File: src/beztess_pkg.sv
// Shared types, constants and fixed-point helpers for the cubic Bezier tessellator.
// Used by beztess_ctrl, beztess_dp and cubic_bezier_curve_tessellator_top.
package beztess_pkg;

  localparam int RESOLUTION_DEF = 32;
  localparam logic [15:0] SCALE_RESET = 16'd4096;

  // Control points need one more bit than the Q3.14 results.
  localparam int CW = 19;
  // Width of a scaled handle offset before saturation.
  localparam int SW = 22;
  localparam logic signed [SW-1:0] Q314_MAX = SW'(131071);
  localparam logic signed [SW-1:0] Q314_MIN = -SW'(131072);

  typedef struct packed {
    logic latch_in;   // capture the accepted vertex
    logic scale_en;   // scale both handle y offsets
    logic ctrl_en;    // build the four control points
    logic load_prev;  // current vertex becomes the previous vertex
    logic t_clear;    // restart the t accumulator
    logic issue_seg;  // push one segment sample into the pipeline
    logic issue_fin;  // push the closing vertex into the pipeline
  } cmd_t;

  function automatic logic signed [17:0] sat_q314(input logic signed [SW-1:0] x);
    logic signed [SW-1:0] y;
    begin
      if (x > Q314_MAX) begin
        y = Q314_MAX;
      end else if (x < Q314_MIN) begin
        y = Q314_MIN;
      end else begin
        y = x;
      end
      sat_q314 = y[17:0];
    end
  endfunction

  // a + floor((b - a) * t / 2^16); the result always lies between a and b.
  function automatic logic signed [CW-1:0] lerp(input logic signed [CW-1:0] a,
                                                input logic signed [CW-1:0] b,
                                                input logic [15:0] t);
    logic signed [CW:0]    d;
    logic signed [CW+17:0] p;
    logic signed [CW+17:0] s;
    begin
      d = (CW+1)'(b) - (CW+1)'(a);
      p = (CW+18)'(d) * (CW+18)'($signed({1'b0, t}));
      s = p >>> 16;
      lerp = a + s[CW-1:0];
    end
  endfunction

  // Handle y times an unsigned Q4.12 factor, floored, then saturated to Q3.14.
  function automatic logic signed [17:0] scale_hy(input logic signed [16:0] hy,
                                                  input logic [15:0] scale);
    logic signed [33:0] p;
    logic signed [33:0] s;
    begin
      p = 34'(hy) * 34'($signed({1'b0, scale}));
      s = p >>> 12;
      scale_hy = sat_q314(s[SW-1:0]);
    end
  endfunction

endpackage

File: src/beztess_ctrl.sv
// Sequencer of the Bezier tessellator: accepts vertices and steps the datapath.
// Depends on beztess_pkg (cmd_t).
module beztess_ctrl #(
  parameter int RESOLUTION = beztess_pkg::RESOLUTION_DEF
) (
  input  logic                clk,
  input  logic                rst,
  input  logic                in_valid,
  output logic                in_stall,
  input  logic                final_vertex,
  input  logic                adv,
  output beztess_pkg::cmd_t   cmd
);
  import beztess_pkg::*;

  localparam int JW = $clog2(RESOLUTION);

  typedef enum logic [2:0] {
    ST_IDLE,
    ST_STORE,
    ST_SCALE,
    ST_CTRL,
    ST_RUN,
    ST_FINAL
  } state_t;

  state_t         state;
  logic [JW-1:0]  j;
  logic           fin;
  logic           have_previous;
  logic           accept;
  logic           last_j;

  assign in_stall = (state != ST_IDLE);
  assign accept   = in_valid && !in_stall;
  assign last_j   = (j == JW'(RESOLUTION - 1));

  always_comb begin
    cmd           = '0;
    cmd.latch_in  = accept;
    cmd.load_prev = (state == ST_STORE) || ((state == ST_CTRL) && !fin);
    cmd.scale_en  = (state == ST_SCALE);
    cmd.ctrl_en   = (state == ST_CTRL);
    cmd.t_clear   = (state == ST_CTRL);
    cmd.issue_seg = (state == ST_RUN) && adv;
    cmd.issue_fin = (state == ST_FINAL) && adv;
  end

  always_ff @(posedge clk) begin
    if (rst) begin
      state         <= ST_IDLE;
      j             <= '0;
      fin           <= 1'b0;
      have_previous <= 1'b0;
    end else begin
      case (state)
        ST_IDLE: begin
          if (accept) begin
            fin <= final_vertex;
            if (have_previous) begin
              state <= ST_SCALE;
            end else if (final_vertex) begin
              state <= ST_FINAL;
            end else begin
              state <= ST_STORE;
            end
          end
        end
        ST_STORE: begin
          have_previous <= 1'b1;
          state         <= ST_IDLE;
        end
        ST_SCALE: begin
          state <= ST_CTRL;
        end
        ST_CTRL: begin
          j     <= '0;
          state <= ST_RUN;
        end
        ST_RUN: begin
          if (adv) begin
            if (last_j) begin
              j     <= '0;
              state <= fin ? ST_FINAL : ST_IDLE;
            end else begin
              j <= j + 1'b1;
            end
          end
        end
        ST_FINAL: begin
          if (adv) begin
            have_previous <= 1'b0;
            state         <= ST_IDLE;
          end
        end
        default: begin
          state <= ST_IDLE;
        end
      endcase
    end
  end

  // Of segment issue, closing issue, scaling and vertex capture, at most one is commanded in a cycle.
  a_one_step: assert property (@(posedge clk) disable iff (rst)
    $onehot0({cmd.issue_seg, cmd.issue_fin, cmd.scale_en, cmd.latch_in}))
    else $error("beztess_ctrl: conflicting datapath commands");

  // A vertex that follows a stored one always starts a segment.
  a_seg_start: assert property (@(posedge clk) disable iff (rst)
    accept && have_previous |=> state == ST_SCALE)
    else $error("beztess_ctrl: segment not started");

  // The sample counter wraps when the segment ends.
  a_j_wrap: assert property (@(posedge clk) disable iff (rst)
    state == ST_RUN && adv && last_j |=> j == '0 && state != ST_RUN)
    else $error("beztess_ctrl: segment did not end after the last sample");

endmodule

File: config.mk
export PLATFORM = sky130hd
export DESIGN_NAME = beztess_ctrl
export DESIGN_NICKNAME = d
export VERILOG_FILES = /design/src/beztess_pkg.sv /design/src/beztess_ctrl.sv
export SDC_FILE = /design/constraint.sdc
export NUM_CORES = 1
export LEC_CHECK = 0
export BUFFER_PORTS_ARGS = -buffer_cell sky130_fd_sc_hd__clkbuf_2
export CAP_MARGIN = 30
export CORE_MARGIN = 8
export CORE_UTILIZATION = 45
export CTS_CLUSTER_DIAMETER = 120
export CTS_CLUSTER_SIZE = 24
export DETAILED_ROUTE_END_ITERATION = 12
export PLACE_DENSITY = 0.68
export SLEW_MARGIN = 10
export SYNTH_ARGS = -nofsm -noshare
export SYNTH_HDL_FRONTEND = slang
export SYNTH_SLANG_ARGS = --single-unit
File: constraint.sdc
create_clock -name clk -period 3.5 [get_ports clk]
set_input_delay 0.7 -clock clk [delete_from_list [all_inputs] [get_ports clk]]
set_output_delay 0.7 -clock clk [all_outputs]
set_load 0.1 [all_outputs]
* Word-level counts from Yosys, hierarchy flattened
Index checks and enable logic that the tools add are counted.
** Word-level totals
- Bits in registers :: 10
- Output and inout bits :: 8
- Word-level logic and storage cells :: 43
** Operators by class
- Add/sub/neg operators :: 1
- Eq/ne operators :: 10
- Mux-type cells :: 13
- Reduce and logical (&&, ||, !) cells :: 15
** Operators with widths (count)
- two-way mux 3 bit :: 7
- case mux 3 bit (5 select lines) :: 1
- two-way mux 5 bit :: 2
- case mux 5 bit (2 select lines) :: 1
- != test 2 bit, second input constant :: 4
- equality test 3 x 2 -> 1 bit, second input constant :: 2
- equality test 3 bit, second input constant :: 2
- AND reduction 2 bit :: 3
- adder 5 x 1 -> 5 bit, second input constant :: 1
- equality test 5 bit, second input constant :: 1
- logical AND 1 bit :: 4
- AND reduction 4 bit :: 1
- nonzero test 2 bit :: 2
- equality test 3 x 1 -> 1 bit, second input constant :: 1
- logical NOT 3 bit :: 1
- nonzero test 3 bit :: 1
- logical NOT 1 bit :: 2
- case mux 1 bit (2 select lines) :: 1
- logical OR 1 bit :: 1
- two-way mux 1 bit :: 1

* Logic depth before layout (Yosys ltp)
Gate-level depths: netlist of run 1.
- Depth after elaboration :: 5
- Mapped depth :: 6

* Least setup slack after synthesis of run 1
OpenSTA, ideal clock, no wires.
- Path kind :: register to output
- Start :: reg state[1]
- End :: out cmd[5] in the netlist's numbering
- Data arrival time :: 2.832 ns
- Required time :: 2.800 ns
- Setup slack :: -0.032 ns
- Stages on the path, launching flop included :: 3
- Path buffers :: 1
- Cell sequence :: dfxtp_1 > clkbuf_1 > nor3b_1
** RTL lines
- start: declaration :: RTL line beztess_ctrl.sv:27 : state_t state;
- start signal: assignment :: RTL line beztess_ctrl.sv:84 : state <= fin ? ST_FINAL : ST_IDLE;
- end: declaration :: RTL line beztess_ctrl.sv:12 : output beztess_pkg::cmd_t cmd

==> results.yml, run 1 <==
floorplanning:
  pin_count: 13
  design.die.area_sq_mm: 0.00281
  initial_core_util_pct: 48.0
  floorplan.die.height_microns: 53.0
  std_cell_rows: 13
  core_area_sq_mm: 0.00128
  fp.dieW_microns: 53.0
worst_setup_path:
  crit_chain: "or3_4, nor2_2, clkbuf_2"
  start_kind: "flip-flop"
  r2r_end: "j[3]"
  worstPathMaxFanout: 14
  worst_setup_path_startpoint: "state[0]"
  rr_worst_depth: 4
  delay_contributed_by_the_slowest_stage_of_the_critical_path_ns: 0.47
  critPathCapture: "cmd[6]"
  worst-r2r-setup-slack_ns: 1.90
  worst_path_max_delay_cell: "clkbuf_2"
  worst-setup-path-type: "flip-flop to output pin"
  data_arrival_time_of_the_critical_path_ns: 1.74
  critical_path.reg2reg.startpoint: "state[0]"
  worst_setup_path_end_kind: "output pin"
  required_ns: 2.80
routing:
  route.detailed.wl_per_inst_microns: 12.9
  drc_violation_count_after_routing: 0
  drtAntennaViolNets: 0
  wirelength_microns: 1240
  via_density_per_instance: 5.50
  total_number_of_vias: 528
  pre_antenna_drt_iters: 4
  drtIter0Drc: 9
synth:
  xor_xnor_portion_of_the_synthesized_cell_area_pct: 2.84
  synth_adder_area_share_pct: 4.06
  synth_top_cell_by_area: "dfxtp_1"
  mappedNetlistNets: 80
  synth_area_sq_um: 617
  synth_sequential_area_ratio_pct: 32.5
  synth_top_flop_cell: "dfxtp_1"
  synth_top_area_share_pct: 32.5
  synth-compound-area-share_pct: 19.9
  ys_top_cells_by_area: "dfxtp_1 32%, a21oi_1 4.9%, ha_1 4.1%, buf_4 3.7%, nand2_1 3.7%"
  ys_seq_elements: 10
  synth_top_family_by_area: "simple AND/OR/NAND/NOR gates"
  ys.warnings.count: 0
  multiplexer_fraction_of_the_synthesized_cell_area_pct: 1.62
  synthesis.instances: 73
  postSynthAreaPerCell_sq_um: 8.45
  synth_edf_count: 0
  netlist-cell-type-count: 37
  async_reset_ff_share_pct: 0
  synth_simple_gate_area_share_pct: 31.0
timing:
  timing.clock.skew_ns: 0.00457
  hold_viol: 0
  slew_headroom_pct: 63.7
  setup_tns_ns: 0
  actual_transition_at_the_worst_max_transition_pin_ns: 0.546
  rsz0062_at_grt: "no"
  max_freq_mhz: 411
  timing.final.setup_violations: 0
  period_minus_slack_ns: 2.44
  report.final.slew_viol_count: 0
  final_min_period_over_clock_period_pct: 69.6
finish:
  finalInstanceArea_sq_um: 677
  layout.nets: 90
  drive_gt1_share_pct: 28.4
  antenna_cells: 0
  most-common-layout-cells: "12 x clkbuf_2, 10 x dfxtp_1, 6 x a21oi_1, 6 x nand2_1, 4 x o21ai_0"
  final_common_cell: "clkbuf_2"
  area_growth_syn_to_layout_pct: 9.74
clock_network:
  post_cts.repair.setup_buffers: 0
  clkLatencyLatePin_ns: 0.26
  clock-root-buffer: "clkbuf_4"
  cts_made_buffers: 3
  cts_resized: 0
  holdBufCountCts: 0
  clkTransAtPathRegs_ns: 0.06
  cts_tree: "done"
  maximum_buffer_depth_of_the_clock_tree: 2
  htreeDepth: 1
  numClockSinks: 10
run_status:
  status: "finished clean"
placement:
  detailed_place_hpwl_microns: 893
  gp_congestion: 0.748
  placement.cell_area_sq_um: 654
  io_buffers: 12
global_route:
  track_usage_pct: 9.40
  grt_max_degree: 15
  grt_first_pass_wirelength_microns: 2010
  gr-total-overflow: 0
  initial_antenna_violation_count: 0
  vias_in_the_first_global_route: 462
min_path:
  worstHoldStart: "j[4]"
  hold_path.class: "flip-flop to flip-flop"
power:
  vdd_ir_drop_max_mv: 0.300
  power.leakage_nw: 0.293
  cellPowerDensity_mw_per_mm2: 562
job:
  cap_viol_max_count: 0
cells in the mapped netlist (2+ instances only):
cell / count
nor2_1: 3
and3_1: 2
nor2_2: 2
ha_1: 2
and2_1: 2
dfxtp_1: 10
xnor2_1: 2
buf_4: 3
nor2b_1: 2
nand2_1: 6
nor3b_1: 2
a21oi_1: 6
o21ai_0: 4
nand2b_1: 3
o211ai_1: 2
state kept, by name, summed over array words and instances (netlist names):
name / count
j: 5
state: 3
fin: 1
have_previous: 1
how the worst min path moves through the flow:
| stage | slack, ns | cells past startpoint | end |
|---|---|---|---|
| finish | 0.47 | 2 | j[4] |
| detailed placement | 0.46 | 2 | j[4] |
| global route | 0.48 | 2 | j[4] |
| floorplan | 0.44 | 2 | j[4] |
| global placement | 0.45 | 2 | j[4] |
| CTS | 0.47 | 2 | j[4] |
metrics by stage:
step                      hold slack [ns]  util (%)  worst slack, ns  total power (W)  cells
final                               0.465      52.7             1.06         0.000381     96
after global routing                0.483      52.7             1.00         0.000399     96
after CTS                           0.466      52.7             1.06         0.000385     96
after detailed placement            0.458      50.9             1.21         0.000308     93
after global placement              0.453      50.9             1.21         0.000306     93
after floorplan                     0.436         -            0.731         0.000292     73
worst max-delay path, delay by kind of cell, from the launching register on:
| kind | cells | cell delay [ns] |
|---|---|---|
| buf+inv | 1 | 0.47 |
| flops | 1 | 0.45 |
| simple gates | 2 | 0.55 |
logic make-up after synthesis:
family / after synthesis
AND/OR/NAND/NOR: 31
flip-flops: 10
AO/OA/AOI/OAI: 19
buffers and inverters: 8
adder cells (fa/ha/maj): 2
multiplexers: 1
XOR/XNOR: 2
metal layers:
| metal | up-vias | routed length (microns) | GRT usage [%] |
|---|---|---|---|
| met3 | 2 | 78 | 4.48 |
| met4 | 0 | 9 | 2.59 |
| met1 | 236 | 649 | 12.6 |
| met5 | - | 0 | 0 |
| met2 | 14 | 503 | 12.9 |
| li1 | 276 | - | - |
layout make-up:
class                           count  area [sq um]
Inverter                            1          3.75
Clock buffer                        3          22.5
Multi-Input combinational cell     55           372
Sequential cell                    10           200
Fill cell                         136           608
Tap cell                           15          18.8
Timing Repair Buffer               12          60.1
where the power goes:
group / total, W / switching, W / internal, W
logic: 0.000161 / 0.000118 / 0.0000431
clock network: 0.0000743 / 0.0000349 / 0.0000395
registers: 0.000145 / 0.0000213 / 0.000124
total: 0.000381 / 0.000174 / 0.000206
Note: power is estimated with default switching activity, not from simulation.
==> run 2, diff against run 1 <==
clock period = 2.4 ns   (was 3.5 ns; I/O delays follow)
==> results.yml, run 2 (synthesis results as in run 1) <==
run_status:
  status: "finished clean"
finish:
  fillCellCount: 124
  reg.largest.list: "j x5, state x3"
  layout.nets: 90
  area_growth_syn_to_layout_pct: 10.3
  drive_gt1_share_pct: 29.6
  number_of_flip_flops_under_the_largest_register_name: 5
  finalInstanceArea_sq_um: 681
  final_common_cell: "clkbuf_2"
  top_register: "j"
  most-common-layout-cells: "12 x clkbuf_2, 10 x dfxtp_1, 6 x nand2_1"
  antenna_cells: 0
floorplanning:
  std_cell_rows: 13
  initial_core_util_pct: 48.0
  pin_count: 13
  fp.dieW_microns: 53.0
  core_area_sq_mm: 0.00128
  design.die.area_sq_mm: 0.00281
  floorplan.die.height_microns: 53.0
timing:
  hold_viol: 0
  slew_headroom_pct: 63.7
  max_freq_mhz: 453
  final_min_period_over_clock_period_pct: 91.9
  report.final.slew_viol_count: 0
  worst_hold_slack_ns: 0.463
  setup_tns_ns: 0
  actual_transition_at_the_worst_max_transition_pin_ns: 0.547
  rsz0062_at_grt: "no"
  timing.clock.skew_ns: 0.00323
  period_minus_slack_ns: 2.21
  timing.final.setup_violations: 0
placement:
  placement.cell_area_sq_um: 658
  gp_congestion: 0.787
  io_buffers: 12
  detailed_place_hpwl_microns: 934
worst_setup_path:
  worst_path_dominant_cell_family: "simple AND/OR/NAND/NOR gates"
  worstPathMaxFanout: 14
  worst-setup-path-type: "flip-flop to output pin"
  required_ns: 1.92
  data_arrival_time_of_the_critical_path_ns: 1.73
  crit_chain: "or3_4, nor2_2, clkbuf_2"
  worst_setup_path_end_kind: "output pin"
  delay_contributed_by_the_slowest_stage_of_the_critical_path_ns: 0.48
  start_kind: "flip-flop"
  critPathBufInv: 1
  worst-r2r-setup-slack_ns: 0.83
  worst_path_max_delay_cell: "clkbuf_2"
clock_network:
  numClockSinks: 10
  clock-root-buffer: "clkbuf_4"
  holdBufCountCts: 0
  cts_made_buffers: 3
  post_cts.repair.setup_buffers: 0
  maximum_buffer_depth_of_the_clock_tree: 2
  clkTransAtPathRegs_ns: 0.06
  clkLatencyLatePin_ns: 0.26
  htreeDepth: 1
  cts_tree: "done"
  cts_resized: 0
global_route:
  vias_in_the_first_global_route: 451
  gr-total-overflow: 0
  grt_first_pass_wirelength_microns: 2060
  track_usage_pct: 9.79
  grt_max_degree: 15
  initial_antenna_violation_count: 0
power:
  power.leakage_nw: 0.293
  cellPowerDensity_mw_per_mm2: 819
  vdd_ir_drop_max_mv: 0.443
routing:
  drc_violation_count_after_routing: 0
  drtAntennaViolNets: 0
  via_density_per_instance: 5.44
  drtIter0Drc: 3
  route.detailed.wl_per_inst_microns: 12.9
  pre_antenna_drt_iters: 4
  wirelength_microns: 1240
  total_number_of_vias: 522
min_path:
  hold_path.class: "flip-flop to flip-flop"
job:
  cap_viol_max_count: 0
-- run 2: changes by cell type in the layout (fill, tap and decap cells not counted) --
cell,previous run,this run
a21oi_1,6,5
a21oi_2,1,2
-- run 2: worst reg2reg max path, cell delays in order (launching register included) --
cell and delay (ns):
dfxtp_1 0.57, and3b_2 0.36, nor2_2 0.09, or3_1 0.35
a21boi_1 0.14
-- run 2: per-layer routing --
metal	global-route usage (%)	share of wire, %	up-vias
met5	0	0	-
met4	1.29	0	0
met3	6.16	7.8	0
met2	11.7	42	11
met1	14.1	50	233
li1	-	-	278
-- run 2: cell type report --
| class | count | area (sq um) | share of cell area [%] |
|---|---|---|---|
| clock buffers | 3 | 22.5 | 3.31 |
| multi-input cells | 55 | 375 | 55.1 |
| repair buffers | 12 | 60.1 | 8.82 |
| inverters | 1 | 3.75 | 0.551 |
| well taps | 15 | 18.8 | 2.76 |
| flip-flops and latches | 10 | 200 | 29.4 |
-- run 2: path summary, 6_finish.rpt --
kind	end	startpoint	cells after the start
min	j[4]	j[4]	2
min reg2reg	j[4]	j[4]	2
max reg2reg	j[3]	state[0]	4
max	cmd[6]	state[0]	3
-- run 2: metrics by stage --
stage	total power (W)	util, %	cells	setup slack, ns
final	0.000558	53.0	96	0.194
after global routing	0.000590	53.0	96	0.131
after CTS	0.000565	53.0	96	0.188
after detailed placement	0.000451	51.2	93	0.475
after global placement	0.000448	51.2	93	0.522
after floorplan	0.000428	-	73	0.0500
-- run 2: where the power goes --
part           internal, W  switching, W  total, W  leakage (nW)
clock network    0.0000577     0.0000530  0.000111        0.0138
registers         0.000181     0.0000308  0.000211        0.0813
logic            0.0000635      0.000172  0.000235         0.198
